**src/design/thruster_pwm_mixer_macros.svh**
```systemverilog
`ifndef THRUSTER_PWM_MIXER_MACROS_SVH
`define THRUSTER_PWM_MIXER_MACROS_SVH

// same-cycle implication, checked on every clock outside reset
`define TPM_ASSERT_NOW(label, ante, cons) \
  label: assert property (@(posedge clk) disable iff (rst) (ante) |-> (cons)) \
    else $error("tpm assertion failed");

// next-cycle implication, checked on every clock outside reset
`define TPM_ASSERT_NEXT(label, ante, cons) \
  label: assert property (@(posedge clk) disable iff (rst) (ante) |=> (cons)) \
    else $error("tpm assertion failed");

`endif

```
**src/design/tpm_pkg.sv**
```systemverilog
package tpm_pkg;

  localparam int PulseW = 12;
  localparam int ValueW = 10;
  localparam int CorrW  = 11;
  localparam int WideW  = 14;

  localparam logic [1:0] OP_DEPTH_DRIVE      = 2'd0;
  localparam logic [1:0] OP_FORWARD_DRIVE    = 2'd1;
  localparam logic [1:0] OP_YAW_CORRECTION   = 2'd2;
  localparam logic [1:0] OP_DEPTH_CORRECTION = 2'd3;

  localparam logic [1:0] CFG_BASELINE = 2'd0;
  localparam logic [1:0] CFG_OFFSET   = 2'd1;
  localparam logic [1:0] CFG_KICK     = 2'd2;

  localparam logic [PulseW-1:0] RESET_BASELINE = 12'd1500;
  localparam logic [7:0]        RESET_OFFSET   = 8'd25;
  localparam logic [7:0]        RESET_KICK     = 8'd29;
  localparam logic [PulseW-1:0] PULSE_MAX      = 12'd4095;

  // floor(x/30) = floor(floor(x/2)/15); bias makes the operand nonnegative
  localparam logic signed [16:0] REMAP_BIAS   = 17'sd31605;
  localparam logic signed [WideW-1:0] REMAP_BIAS_Q = 14'sd2107;
  localparam logic [16:0]        REMAP_RECIP  = 17'd69906;

  typedef struct packed {
    logic [PulseW-1:0]       depth_drive;
    logic [PulseW-1:0]       forward_drive;
    logic signed [CorrW-1:0] depth_correction;
    logic signed [CorrW-1:0] yaw_correction;
  } tpm_state_t;

  function automatic logic [PulseW-1:0] sat_pulse(input logic signed [WideW-1:0] x);
    logic [PulseW-1:0] r;
    priority if (x < 14'sd0) r = '0;
    else if (x > $signed({2'b00, PULSE_MAX})) r = PULSE_MAX;
    else r = x[PulseW-1:0];
    return r;
  endfunction

  function automatic logic [PulseW-1:0] drive_value(
    input logic signed [ValueW-1:0] v,
    input logic [PulseW-1:0]        b,
    input logic [7:0]               o
  );
    logic signed [WideW-1:0] v14;
    logic signed [WideW-1:0] b14;
    logic signed [WideW-1:0] o14;
    logic [PulseW-1:0]       r;
    v14 = {{(WideW-ValueW){v[ValueW-1]}}, v};
    b14 = $signed({2'b00, b});
    o14 = $signed({6'b000000, o});
    priority if (v == '0) r = b;
    else if (v < 10'sd0) r = sat_pulse(b14 - o14 + v14);
    else r = sat_pulse(b14 + o14 + v14);
    return r;
  endfunction

endpackage

```
**src/design/tpm_state.sv**
```systemverilog
module tpm_state (
  input  logic                clk,
  input  logic                rst,
  input  logic                load,
  input  logic [1:0]          op,
  input  logic signed [9:0]   value,
  input  logic [11:0]         baseline,
  input  logic [7:0]          offset,
  input  logic [7:0]          kick,
  output tpm_pkg::tpm_state_t st
);
  import tpm_pkg::*;

  tpm_state_t              st_next;
  logic signed [CorrW-1:0] v11;
  logic signed [CorrW-1:0] o11;
  logic signed [CorrW-1:0] k11;

  assign v11 = {value[ValueW-1], value};
  assign o11 = $signed({3'b000, offset});
  assign k11 = $signed({3'b000, kick});

  always_comb begin
    st_next = st;
    unique case (op)
      OP_DEPTH_DRIVE: begin
        st_next.depth_drive = drive_value(value, baseline, offset);
      end
      OP_FORWARD_DRIVE: begin
        st_next.forward_drive = drive_value(value, baseline, offset);
      end
      OP_YAW_CORRECTION: begin
        // kick only while forward drive sits at baseline
        if (st.forward_drive == baseline) begin
          priority if (v11 > 11'sd0) st_next.yaw_correction = v11 + k11;
          else if (v11 < 11'sd0) st_next.yaw_correction = v11 - k11;
          else st_next.yaw_correction = '0;
        end else begin
          st_next.yaw_correction = v11;
        end
      end
      OP_DEPTH_CORRECTION: begin
        priority if (v11 > 11'sd1) st_next.depth_correction = o11 + v11;
        else if (v11 < -11'sd1) st_next.depth_correction = v11 - o11;
        else st_next.depth_correction = '0;
      end
      default: st_next = st;
    endcase
  end

  always_ff @(posedge clk) begin
    if (rst) begin
      st.depth_drive      <= RESET_BASELINE;
      st.forward_drive    <= RESET_BASELINE;
      st.depth_correction <= '0;
      st.yaw_correction   <= '0;
    end else if (load) begin
      st <= st_next;
    end
  end

endmodule

```
**src/design/tpm_remap.sv**
```systemverilog
module tpm_remap (
  input  logic               clk,
  input  logic               en,
  input  logic signed [13:0] total,
  input  logic [11:0]        baseline,
  output logic [11:0]        pulse
);
  import tpm_pkg::*;

  logic signed [WideW-1:0] diff;
  logic signed [17:0]      diff18;
  logic signed [17:0]      scaled;
  logic signed [17:0]      half;
  logic signed [17:0]      biased;
  logic [15:0]             y;
  logic [32:0]             prod;
  logic [12:0]             q;
  logic signed [WideW-1:0] rr;

  assign diff   = total - $signed({2'b00, baseline});
  assign diff18 = {{(18-WideW){diff[WideW-1]}}, diff};
  // times 13 as shift and add, then floor of half
  assign scaled = (diff18 <<< 3) + (diff18 <<< 2) + diff18;
  assign half   = scaled >>> 1;
  assign biased = half + {REMAP_BIAS[16], REMAP_BIAS};

  // divide by 15 through a reciprocal, exact for 16 bit operands
  assign prod = {17'b0, y} * {16'b0, REMAP_RECIP};

  assign rr = $signed({2'b00, baseline}) + $signed({1'b0, q}) - REMAP_BIAS_Q;

  always_ff @(posedge clk) begin
    if (en) begin
      y     <= biased[15:0];
      q     <= prod[32:20];
      pulse <= sat_pulse(rr);
    end
  end

endmodule

```
**src/design/thruster_pwm_mixer.sv**
```systemverilog
// thruster pulse mixer
// input channel: in_valid/in_stall with opcode and a signed value; each item
// updates one stored drive or correction and yields one item of four pulses
// on the output channel out_valid/out_stall (depth, rear right, left, right).
// config channel: cfg_valid/cfg_ready with cfg_index and cfg_data; index 0
// baseline, 1 deadband offset, 2 yaw kick, others ignored. cfg_ready is
// always high; write only while no item is in flight.
// throughput: one item per cycle while the output is not stalled; the
// state update is its own register stage, and the rear-right remap (times
// 13, reciprocal divide by 30) spreads over the following three register
// stages. a stalled output holds its item and freezes the whole pipeline, and
// in_stall is raised while the output is full and stalled.
// reset: registers go to baseline 1500, offset 25, kick 29, drives at
// baseline, corrections zero, pipeline empty.
`include "thruster_pwm_mixer_macros.svh"

module thruster_pwm_mixer (
  input  logic              clk,
  input  logic              rst,
  input  logic              in_valid,
  output logic              in_stall,
  input  logic [1:0]        opcode,
  input  logic signed [9:0] value,
  output logic              out_valid,
  input  logic              out_stall,
  output logic [11:0]       depth_pulse,
  output logic [11:0]       rear_right_pulse,
  output logic [11:0]       left_pulse,
  output logic [11:0]       right_pulse,
  input  logic              cfg_valid,
  output logic              cfg_ready,
  input  logic [1:0]        cfg_index,
  input  logic [11:0]       cfg_data
);
  import tpm_pkg::*;

  logic [PulseW-1:0] baseline_us;
  logic [7:0]        deadband_offset;
  logic [7:0]        yaw_kick;

  logic              en;
  logic              v1, v2, v3, v4;
  logic [1:0]        s1_op;
  logic signed [9:0] s1_value;
  tpm_state_t        st;

  logic signed [WideW-1:0] total;
  logic signed [WideW-1:0] fwd14;
  logic signed [WideW-1:0] yaw14;
  logic [PulseW-1:0] s3_depth, s3_left, s3_right;
  logic [PulseW-1:0] s4_depth, s4_left, s4_right;

  assign cfg_ready = 1'b1;
  assign en        = !(out_valid && out_stall);
  assign in_stall  = !en;

  always_ff @(posedge clk) begin
    if (rst) begin
      baseline_us     <= RESET_BASELINE;
      deadband_offset <= RESET_OFFSET;
      yaw_kick        <= RESET_KICK;
    end else if (cfg_valid && cfg_ready) begin
      unique case (cfg_index)
        CFG_BASELINE: baseline_us     <= cfg_data;
        CFG_OFFSET:   deadband_offset <= cfg_data[7:0];
        CFG_KICK:     yaw_kick        <= cfg_data[7:0];
        default: ;
      endcase
    end
  end

  always_ff @(posedge clk) begin
    if (rst) begin
      v1        <= 1'b0;
      v2        <= 1'b0;
      v3        <= 1'b0;
      v4        <= 1'b0;
      out_valid <= 1'b0;
    end else if (en) begin
      v1        <= in_valid;
      v2        <= v1;
      v3        <= v2;
      v4        <= v3;
      out_valid <= v4;
    end
  end

  always_ff @(posedge clk) begin
    if (en) begin
      s1_op    <= opcode;
      s1_value <= value;
    end
  end

  // stored state doubles as the stage after the input register
  tpm_state u_state (
    .clk      (clk),
    .rst      (rst),
    .load     (en && v1),
    .op       (s1_op),
    .value    (s1_value),
    .baseline (baseline_us),
    .offset   (deadband_offset),
    .kick     (yaw_kick),
    .st       (st)
  );

  assign total = $signed({2'b00, st.depth_drive})
               + {{(WideW-CorrW){st.depth_correction[CorrW-1]}}, st.depth_correction};
  assign fwd14 = $signed({2'b00, st.forward_drive});
  assign yaw14 = {{(WideW-CorrW){st.yaw_correction[CorrW-1]}}, st.yaw_correction};

  always_ff @(posedge clk) begin
    if (en) begin
      s3_depth    <= sat_pulse(total);
      s3_left     <= sat_pulse(fwd14 - yaw14);
      s3_right    <= sat_pulse(fwd14 + yaw14);
      s4_depth    <= s3_depth;
      s4_left     <= s3_left;
      s4_right    <= s3_right;
      depth_pulse <= s4_depth;
      left_pulse  <= s4_left;
      right_pulse <= s4_right;
    end
  end

  tpm_remap u_remap (
    .clk      (clk),
    .en       (en),
    .total    (total),
    .baseline (baseline_us),
    .pulse    (rear_right_pulse)
  );

  `TPM_ASSERT_NOW(a_stall_only_on_backpressure, in_stall, out_valid && out_stall)
  `TPM_ASSERT_NEXT(a_last_stage_reaches_output, en && v4, out_valid)
  `TPM_ASSERT_NEXT(a_small_depth_corr_is_zero,
    en && v1 && s1_op == OP_DEPTH_CORRECTION && s1_value == 10'sd0,
    st.depth_correction == 11'sd0)

endmodule

```
**config.mk**
```make
export PLATFORM = sky130hd
export DESIGN_NAME = thruster_pwm_mixer
export DESIGN_NICKNAME = d
export VERILOG_FILES = /design/src/design/tpm_pkg.sv /design/src/design/tpm_state.sv /design/src/design/tpm_remap.sv /design/src/design/thruster_pwm_mixer.sv
export VERILOG_INCLUDE_DIRS = /design/src /design/src/design
export SDC_FILE = /design/constraint.sdc
export NUM_CORES = 1
export LEC_CHECK = 0
export BUFFER_PORTS_ARGS = -buffer_cell sky130_fd_sc_hd__buf_4
export CAP_MARGIN = 10
export CORE_UTILIZATION = 50
export CTS_CLUSTER_DIAMETER = 40
export DETAILED_ROUTE_END_ITERATION = 10
export GPL_TIMING_DRIVEN = 0
export PLACE_DENSITY = 0.66
export SLEW_MARGIN = 20
export SYNTH_ARGS = -nofsm -noshare
export SYNTH_HDL_FRONTEND = slang
export SYNTH_HIERARCHICAL = 1
export SYNTH_SLANG_ARGS = --single-unit
```
**constraint.sdc**
```tcl
create_clock -name clk -period 13.8 [get_ports clk]
set_input_delay 2.07 -clock clk [delete_from_list [all_inputs] [get_ports clk]]
set_output_delay 2.07 -clock clk [all_outputs]
set_load 0.005 [all_outputs]
```
* Word-level counts from Yosys, hierarchy flattened
Cells that the tools add are included.
Word-level totals: register bits 240, input port bits 31, output and inout bits 51, logic and storage cells 95
Cells by class: add/subtract/negate cells 17, $mul 1, order comparisons 17, equality and inequality tests 6, muxes and demuxes 15, reduce and logical (&&, ||, !) cells 13
Operators by type and width (number):
- $mux W12 | 10
- $gt A14 B13 Y1 const B | 6
- $lt A14 B1 Y1 const B | 6
- $mux W11 | 5
- $mul A16 B16 Y32 const B | 1
- $lt A10 B1 Y1 const B | 3
- $add A13 B11 Y14 | 2
- $sub A10 B9 Y11 | 2
- $add A17 B14 Y17 | 1
- $add A17 B16 Y17 | 1
- $add A16 B16 Y16 const B | 1
- $add A12 B13 Y14 | 1
- $add A13 B10 Y14 | 1
- $add A14 B10 Y14 | 1
- $reduce_and A2 Y1 | 7
- $sub A13 B11 Y14 | 1
- $sub A14 B13 Y14 | 1
- $sub A14 B13 Y14 const B | 1
- $add A12 B8 Y13 | 1
- $sub A12 B8 Y13 | 1
- $eq A12 B12 Y1 | 1
- $add A10 B9 Y11 | 1
- $add A9 B10 Y11 | 1
- $gt A10 B1 Y1 const B | 1
- other kinds (7) | 12

* Depth between registers and ports, before layout
Gate-level depths: netlist of the first run.
depth after elaboration 7, mapped depth 27, depth with buffers taken out 27

* By module
The synthesis of the first run kept the hierarchy.
By module, submodules not included:
- thruster_pwm_mixer | instances 1, cells each 550, area an instance 6955.4 um^2, sequential area each 4264.1 um^2
- tpm_remap | instances 1, cells each 620, area an instance 6052.1 um^2, sequential area each 1231.2 um^2
- tpm_state | instances 1, cells each 743, area an instance 5750.5 um^2, sequential area each 920.9 um^2

* Worst setup path before layout of the first run
Ideal clock, no wire load.
path kind input -> output, start point input port out_stall, end point output port in_stall, data arrival time 6167 ps, data required time 11730 ps, setup slack 5563 ps, cell stages on the path 2, path buffers 0, cell sequence nand2_1 > inv_1
Between the ends: word-level cells in the longest chain between the ends 1
Ends and longest elaborated chain:
- from (decl) | line thruster_pwm_mixer.sv:25 | input logic out_stall,
- $logic_and A1 B1 Y1 | line thruster_pwm_mixer.sv:54 | assign en = !(out_valid && out_stall);
- to (decl) | line thruster_pwm_mixer.sv:21 | output logic in_stall,
No other way between the ends.

* Worst setup path after layout of the first run
start point register, netlist name u_state/st[34], end point register u_remap.y[14] (data pin)
Between the ends: word-level cells in the longest chain between the ends 5
Ends and longest elaborated chain:
- $add A13 B11 Y14 (*) | line thruster_pwm_mixer.sv:109 | + {{(WideW-CorrW){st.depth_correction[CorrW-1]}}, st.depth_correction};
- named net total[2] | line thruster_pwm_mixer.sv:47 | logic signed [WideW-1:0] total;
- $sub A14 B13 Y14 (*) | line tpm_remap.sv:20 | assign diff = total - $signed({2'b00, baseline});
- $add A17 B16 Y17 | line tpm_remap.sv:23 | assign scaled = (diff18 <<< 3) + (diff18 <<< 2) + diff18;
- $add A17 B14 Y17 (*) | line tpm_remap.sv:23
- $add A16 B16 Y16 (*) | line tpm_remap.sv:25 | assign biased = half + {REMAP_BIAS[16], REMAP_BIAS};
- named net u_remap.biased[14] | line tpm_remap.sv:14 | logic signed [17:0] biased;
- to (signal assigned) | line tpm_remap.sv:34 | y <= biased[15:0];
- to (decl) | line tpm_remap.sv:15 | logic [15:0] y;
Mark *: on every way through the listed nets, which the timed path passes. The rest lies on a longest branch. A chain may end at the register's enable or synchronous reset.

==> flow_metrics.tcl, run 1 <==
set metrics [dict create \
    outcome "completed" \
    multiInputGateArea_mm2 0.0112 \
    antenna_found_initial 0 \
    combPwrFrac_pct 65.1 \
    final_cell_mix "265 x ha_1, 227 x inv_1, 161 x edfxtp_1, 156 x a21oi_1, 121 x nor2_1" \
    synthCells 1913 \
    drc 0 \
    synthXorXnorAreaFrac_pct 6.57 \
    drive_gt1_share_pct 11.3 \
    syn_nets 2250 \
    dr.pass1.iters 6 \
    post_dp_cell_area_mm2 0.0200 \
    synth_compound_area_share_pct 18.2 \
    async_reset_ff_share_pct 0 \
    cts_inserted_buffers 36 \
    period_minus_slack_ns 6.02 \
    drt_iter0_markers 848 \
    fillerInstances 3223 \
    setup_ws_ns 7.78 \
    die_w_um 196 \
    grt_max_degree 54 \
    hp-class "reg -> reg" \
    ys_ff_latch 240 \
    io_buffers 79 \
    clkPwrFrac_pct 15.3 \
    cts_tree "done" \
    io_pins 82 \
    area_growth_syn_to_layout_pct 13.2 \
    p_leak_nw 9.37 \
    clk_pin_slew_ns 0.06 \
    antenna_cells 0 \
    switchingPower_mw 2.64 \
    cts.sinks 240 \
    hold_viol_final 0 \
    hold_buffers 0 \
    ys_seq_area_share_pct 34.2 \
    die_area_mm2 0.0383 \
    setup_violations 0 \
    gp_congestion 0.902 \
    seqCellArea_mm2 0.00642 \
    synth_top_family_by_area "adder cells" \
    post_cts_resized 0 \
    synth-simple-area-share_pct 11.5 \
    max-clock-path-buffers 3 \
    grt_pass1_vias 13900 \
    fp.dieH_um 196 \
    dp_hpwl_um 35000 \
    finalNetCount 2370 \
    synth_area_per_cell_um2 9.81 \
    fin_crit_sh_pct 43.6 \
    rows 70 \
    grt_pass1_wl_um 72000 \
    required_ns 14.08 \
    fin_skew_ns 0.0130 \
    grt_setup_unrepaired "false" \
    totalPowerFinal_mw 6.03 \
    yosys_warnings 6 \
    vdd_ir_drop_max_mv 0.326 \
    initial_core_util_pct 51.0 \
    fmax_mhz 166 \
    coreArea_mm2 0.0368 \
    synth_edf_count 161 \
    start_kind "register" \
    ys.flop_type "edfxtp_1" \
    drt.antenna.violating_nets 0 \
    p_sw_share_pct 43.8 \
    final_common_cell "ha_1" \
    synth_mux_area_share_pct 1.10 \
    wl_per_cell_um 17.6 \
    fin_area_mm2 0.0212 \
    p_int_mw 3.39 \
    viasPerCell 5.63 \
    vias 14200 \
    cp.arrival_ns 6.30 \
    path_class "reg -> reg" \
    synth_cell_types 98 \
    relSlewSlack_pct 29.7 \
    tightestPinTransition_ns 1.05 \
    synthesis.area_mm2 0.0188 \
    post-cts-setup-buffers 0 \
    holdWs_ns 0.412 \
    cts-root-buf "clkbuf_16" \
    pre_cts_slack_ns 7.84 \
    synth_fa_ha_area_share_pct 22.1 \
    critPathCaptureType "register" \
    maxCapViolations 0 \
    track_usage_pct 23.8 \
    grt_overflow 0 \
    worstPathMaxFanout 5 \
    powerDensity_mw_per_mm2 284 \
    tns_ns 0 \
    cts_htree_levels 2 \
    drv_slew 0 \
    insertion_delay_ns 0.54 \
    seq_power_share_pct 19.6 \
    routed_wl_um 44400 \
]
metrics by stage:
stage / cells / util [%]
after floorplan: 1913 / -
after global placement: 2460 / 54.2
after detailed placement: 2463 / 54.4
after CTS: 2527 / 57.7
after global routing: 2527 / 57.7
final: 2527 / 57.7
worst paths after layout:
check	start	end	slack (ns)	cells past startpoint
setup / recovery	u_state/st[34]	u_remap/y[14]	7.78	23
hold / removal	s3_depth[4]	s4_depth[4]	0.41	0
setup reg to reg	u_state/st[34]	u_remap/y[14]	7.78	23
hold reg to reg	s3_depth[4]	s4_depth[4]	0.41	0
cells in the mapped netlist, drive strengths merged, types with 5 or more instances:
cell type  number  area [um^2]
a31oi          19          119
nor2b          27          169
mux2i          19          206
o211ai         15          123
nand3          31          155
nand2          78          293
o31a           11         96.3
inv           229          860
edfxtp        161         4830
clkbuf         26          118
o41ai           5         43.8
or4             5         37.5
a211oi         30          230
o221ai          7         61.3
a21oi         166          868
or3            12         75.1
a21o           39          295
xnor2          90          803
o31ai          17          133
a221o           7         70.1
and3           13         87.6
nor2          123          467
ha            265         3320
fa             41          821
a21boi          8         60.1
xor2           49          429
nor4           10         62.6
nor3b          12         95.1
a221oi         11          140
buf            26          178
a2111oi         6         77.6
or2            10         62.6
nand2b         25          156
and2            6         37.5
a211o          18          159
nor3           51          293
o21bai         20          150
o21ba           5         50.1
o21a           13         97.6
o21ai          70          354
nand4           8         50.1
dfxtp          79         1580
nand3b          5         37.5
logic make-up after synthesis:
logic type	count (synthesis)
compound gates	498
simple gates	426
flops	240
xor+xnor	139
fa+ha+maj	306
buf+inv	284
mux	19
other cells	1
critical path, cell delays in order, from the launching register on:
cell,delay (ns)
dfxtp_1,0.35
ha_1,0.17
inv_1,0.05
fa_1,0.40
xor2_1,0.31
inv_1,0.09
ha_1,0.33
o21ai_0,0.11
a21boi_0,0.45
o211a_1,0.24
nor2_1,0.05
xnor2_1,0.43
inv_1,0.12
fa_1,0.51
inv_1,0.05
ha_1,0.38
and3_2,0.26
a22oi_2,0.21
o221ai_1,0.21
o41a_1,0.39
xnor2_1,0.25
nand2_1,0.12
and2b_1,0.22
xor2_1,0.06
power by group through the flow:
stage	Clock, mW	Sequential, mW	Combinational [mW]
2_1_floorplan	0	1.16	3.02
3_3_place_gp	0	1.20	3.78
3_5_place_dp	0	1.20	3.88
4_1_cts	0.941	1.19	3.94
5_1_grt	0.969	1.20	4.51
6_report	0.921	1.18	3.93
registers in the layout (all words and copies together) (netlist names), 2 cells and up:
name and flops:
s4_depth 12, left_pulse 12, right_pulse 12, u_remap/q 13, s3_right 12, baseline_us 12
u_remap/pulse 12, deadband_offset 8, u_state/st 46, depth_pulse 12, s4_left 12, s3_left 12
s1_op 2, s4_right 12, s3_depth 12, u_remap/y 16, yaw_kick 8, s1_value 10
final cells by class:
cell class / count / share of cell area (%)
clock buffers: 45 / 4.74
well taps: 468 / 2.76
inverters: 230 / 4.06
plain buffers: 54 / 1.47
clock inverters: 19 / 1.05
multi-input cells: 1389 / 52.6
repair buffers: 82 / 3.11
flip-flops and latches: 240 / 30.2
per-layer routing:
layer	vias up	wire, um	track usage [%]
li1	7130	-	-
met1	6677	20900	32.4
met2	350	19500	37.6
met3	75	2770	5.59
met4	0	1140	7.47
met5	-	0	0
Note: power is estimated with default switching activity, not from simulation.
==> run 2: changes to the inputs <==
Clock period 13.8 ns to 6 ns, I/O delays scaled along.
==> flow_metrics.tcl, run 2 (same netlist as run 1, synthesis figures left out) <==
set metrics [dict create \
    gp_congestion 0.923 \
    rr_worst_depth 26 \
    vias 14300 \
    hp-class "reg -> reg" \
    min_to "s4_right[6]" \
    post_dp_cell_area_mm2 0.0200 \
    fin_area_mm2 0.0213 \
    setup_violations 0 \
    io_buffers 79 \
    cts_tree "done" \
    fin_skew_ns 0.0204 \
    p_leak_nw 9.41 \
    wl_per_cell_um 17.9 \
    grt_overflow 0 \
    grt_max_degree 97 \
    tns_ns 0 \
    hold_viol_final 0 \
    drt_iter0_markers 901 \
    initial_core_util_pct 51.0 \
    critPathCaptureType "register" \
    drc 0 \
    cp.arrival_ns 5.98 \
    top_register "u_state/st" \
    timing.rr.start "u_state/st[34]" \
    finalNetCount 2372 \
    drv_slew 0 \
    powerDensity_mw_per_mm2 670 \
    tightestPinTransition_ns 0.974 \
    timing.rr.end "u_remap/y[14]" \
    routed_wl_um 45300 \
    die_area_mm2 0.0383 \
    fin_util_pct 58.0 \
    outcome "completed" \
    drt.antenna.violating_nets 0 \
    start_kind "register" \
    r2r_setup_slack_ns 0.29 \
    fin_crit_sh_pct 95.1 \
    insertion_delay_ns 0.53 \
    path_class "reg -> reg" \
    grt_pass1_vias 14000 \
    maxCapViolations 0 \
    period_minus_slack_ns 5.71 \
    relSlewSlack_pct 34.9 \
    viasPerCell 5.64 \
    coreArea_mm2 0.0368 \
    final_common_cell "ha_1" \
    vdd_ir_drop_max_mv 0.642 \
    die_w_um 196 \
    track_usage_pct 23.9 \
    cts_inserted_buffers 36 \
    dp_hpwl_um 35600 \
    cts.sinks 240 \
    rows 70 \
    io_pins 82 \
    grt_pass1_wl_um 72400 \
    largest_register_ffs 46 \
    drive_gt1_share_pct 12.1 \
    hold_start "s3_right[6]" \
    reg_top3 "u_state/st x46, u_remap/y x16, u_remap/q x13" \
    clk_pin_slew_ns 0.06 \
    hold_buffers 0 \
    required_ns 6.27 \
    fmax_mhz 175 \
    cts_htree_levels 2 \
    area_growth_syn_to_layout_pct 13.8 \
    worstPathMaxFanout 5 \
    antenna_found_initial 0 \
    final_cell_mix "263 x ha_1, 226 x inv_1, 161 x edfxtp_1, 156 x a21oi_1, 121 x nor2_1" \
    hold_path_depth 0 \
    max-clock-path-buffers 3 \
    cts-root-buf "clkbuf_16" \
    dr.pass1.iters 4 \
    fp.dieH_um 196 \
]
## run 2: cell types whose count changed in the layout (fill, tap and decap cells not counted), moves of 2 or more
cell and delta:
buf_4 +4, xnor2_1 -6, o21ai_0 -3, buf_12 -2, clkinv_2 +2, xnor2_2 +6, ha_1 -2, xor2_1 -3
o21ai_1 +3, xor2_2 +3, clkinv_4 -3
## run 2: per-stage QoR
stage	hold WS [ns]	total power, mW	std cells	setup slack [ns]
5_1_grt	0.419	15.7	2531	-0.0490
3_5_place_dp	0.405	11.8	2461	0.0395
4_1_cts	0.415	14.1	2527	0.0123
3_3_place_gp	0.401	11.6	2460	-0.315
6_report	0.414	14.3	2532	0.293
2_1_floorplan	0.400	9.63	1913	0.784
## run 2: cell type report
type / count / area (um^2)
fill: 3214 / 15400
multi-input combinational: 1389 / 11300
sequential: 240 / 6420
clock buffer: 46 / 1010
inverter: 230 / 863
timing repair buffer: 84 / 651
tap: 468 / 586
buffer: 54 / 313
clock inverter: 20 / 214
antenna: 1 / 2.50
## run 2: how the worst max path moves through the flow
| stage | from | endpoint | slack, ns | cells past startpoint |
|---|---|---|---|---|
| 6_report | u_state/st[34] | u_remap/y[14] | 0.29 | 26 |
| 5_1_grt | u_state/st[11] | u_remap/y[14] | -0.05 | 26 |
| 4_1_cts | u_state/st[34] | u_remap/y[14] | 0.01 | 26 |
| 3_5_place_dp | u_state/st[34] | u_remap/y[14] | 0.04 | 23 |
| 3_3_place_gp | out_stall | u_state/st[40] | -0.31 | 7 |
| 2_1_floorplan | u_state/st[11] | u_remap/y[14] | 0.78 | 25 |
## run 2: metal layers
metal,GRT usage [%],share of wire (%)
met1,32.8,48
met2,38.3,45
met3,3.89,5.0
met4,8.51,2.8
met5,0,0
## run 2: critical path, cell delays in order, from the launching register on
cell      delay (ns)
dfxtp_1         0.33
ha_1            0.20
inv_1           0.07
fa_2            0.24
nor2b_2         0.07
o31ai_4         0.28
nand2b_1        0.08
a21o_1          0.21
xnor2_2         0.25
inv_1           0.12
ha_4            0.27
or2_2           0.27
a21oi_1         0.14
a21oi_1         0.10
xor2_2          0.32
inv_2           0.10
fa_1            0.54
inv_1           0.05
ha_2            0.22
a21o_1          0.18
a21oi_1         0.13
o221ai_1        0.17
o41a_1          0.47
xnor2_2         0.23
nand2_1         0.11
and2b_1         0.22
xor2_1          0.06
## run 2: what timing repair did
item,in CTS,in global routing
setup buffers,0,4
pin swaps,0,9
resized for setup,1,19
endpoints found under the setup margin,1,5
## run 2: power breakdown
part	leakage, nW	total, mW	internal (mW)	switching (mW)
clock network	0.596	2.09	1.34	0.753
registers	2.31	2.73	2.53	0.197
logic	6.51	9.49	4.13	5.36
==> run 3: changes to the inputs <==
Settings changed: CTS_BUF_LIST set to sky130_fd_sc_hd__clkbuf_8.
==> flow_metrics.tcl, run 3 (same netlist as run 1, synthesis figures left out) <==
set metrics [dict create \
    hp-class "reg -> reg" \
    wl_per_cell_um 17.9 \
    fillerInstances 3258 \
    required_ns 6.34 \
    setup_ws_ns 0.312 \
    insertion_delay_ns 0.61 \
    hold_buffers 0 \
    routed_wl_um 45500 \
    fin_crit_sh_pct 94.8 \
    hold_viol_final 0 \
    finalNetCount 2380 \
    drive_gt1_share_pct 12.5 \
    pre_cts_slack_ns 0.0395 \
    clk_pin_slew_ns 0.06 \
    track_usage_pct 24.1 \
    holdWs_ns 0.413 \
    die_area_mm2 0.0383 \
    fp.dieH_um 196 \
    critPathCaptureType "register" \
    rows 70 \
    vias 14400 \
    cts.sinks 240 \
    crit_buf_inv 3 \
    totalPowerFinal_mw 13.9 \
    drc 0 \
    drt_iter0_markers 1020 \
    relSlewSlack_pct 33.9 \
    cp_slowest_cell "fa_2" \
    tns_ns 0 \
    max-clock-path-buffers 3 \
    largest_register_ffs 46 \
    cp_top_family "adder cells" \
    coreArea_mm2 0.0368 \
    max_stage_delay_ns 0.57 \
    final_common_cell "ha_1" \
    tightestPinTransition_ns 0.989 \
    cts-root-buf "clkbuf_8" \
    worstPathMaxFanout 4 \
    dp_hpwl_um 35600 \
    drv_slew 0 \
    io_buffers 79 \
    multiInputGateArea_mm2 0.0113 \
    vdd_ir_drop_max_mv 0.635 \
    final_cell_mix "263 x ha_1, 239 x inv_1, 161 x edfxtp_1, 156 x a21oi_1, 121 x nor2_1" \
    p_leak_nw 9.36 \
    period_minus_slack_ns 5.69 \
    drt.antenna.violating_nets 0 \
    antenna_found_initial 0 \
    path_cells "ha_1, inv_1, fa_2, inv_1, ha_1, nor2b_1, o21ai_0, a21boi_1, o21ai_0, nand2b_1, xnor2_2, inv_1, fa_1, ha_1, a21o_1, a211o_2, a2111oi_4, nor2_1, xnor2_2, o21ba_2, and2b_1, xor2_1" \
    cts_htree_levels 2 \
    setup_violations 0 \
    grt_pass1_vias 14100 \
    maxCapViolations 0 \
    path_class "reg -> reg" \
    gp_congestion 0.923 \
    powerDensity_mw_per_mm2 657 \
    grt_overflow 0 \
    fin_skew_ns 0.0287 \
    area_growth_syn_to_layout_pct 12.4 \
    cts_tree "done" \
    initial_core_util_pct 51.0 \
    dr.pass1.iters 6 \
    die_w_um 196 \
    reg_top3 "u_state/st x46, u_remap/y x16, u_remap/q x13" \
    cts_inserted_buffers 45 \
    fmax_mhz 176 \
    seqCellArea_mm2 0.00642 \
    cp.arrival_ns 6.03 \
    grt_max_degree 97 \
    viasPerCell 5.63 \
    io_pins 82 \
    start_kind "register" \
    grt_pass1_wl_um 72900 \
    top_register "u_state/st" \
    outcome "completed" \
]
## run 3: final timing paths
path | slack (ns) | end | start | cells after the start
worst max-delay path | 0.31 | u_remap/y[14] | u_state/st[34] | 22
worst min-delay path | 0.41 | depth_pulse[10] | s4_depth[10] | 0
worst max register to register | 0.31 | u_remap/y[14] | u_state/st[34] | 22
worst min register to register | 0.41 | depth_pulse[10] | s4_depth[10] | 0
## run 3: stage by stage
step	utilization [%]	std cells	instance area, um^2
CTS	56.9	2543	20900
finish	57.3	2547	21100
floorplan	-	1913	18800
global placement	54.2	2460	19900
detailed placement	54.3	2461	20000
global route	57.3	2546	21100
## run 3: area by class of cell
type / count / area share [%]
Sequential cell: 240 / 30.4
Clock buffer: 51 / 3.33
Clock inverter: 31 / 1.24
Buffer: 54 / 1.48
Multi-Input combinational cell: 1389 / 53.6
Inverter: 230 / 4.09
Antenna cell: 1 / 0.0119
Tap cell: 468 / 2.78
Timing Repair Buffer: 83 / 3.05
## run 3: metal layers
layer | wire length [um] | global-route usage [%]
met1 | 21300 | 33.0
met2 | 20300 | 38.4
met3 | 2640 | 4.06
met4 | 1220 | 8.71
met5 | 0 | 0
## run 3: what timing repair did
action                     CTS  global route
resized for setup            0            21
setup endpoints to repair    0             5
buffers inserted             0             3
## run 3: power breakdown
group | internal [mW] | total (mW) | switching, mW
registers | 2.53 | 2.72 | 0.196
clock network | 0.961 | 1.67 | 0.709
logic | 4.13 | 9.46 | 5.33
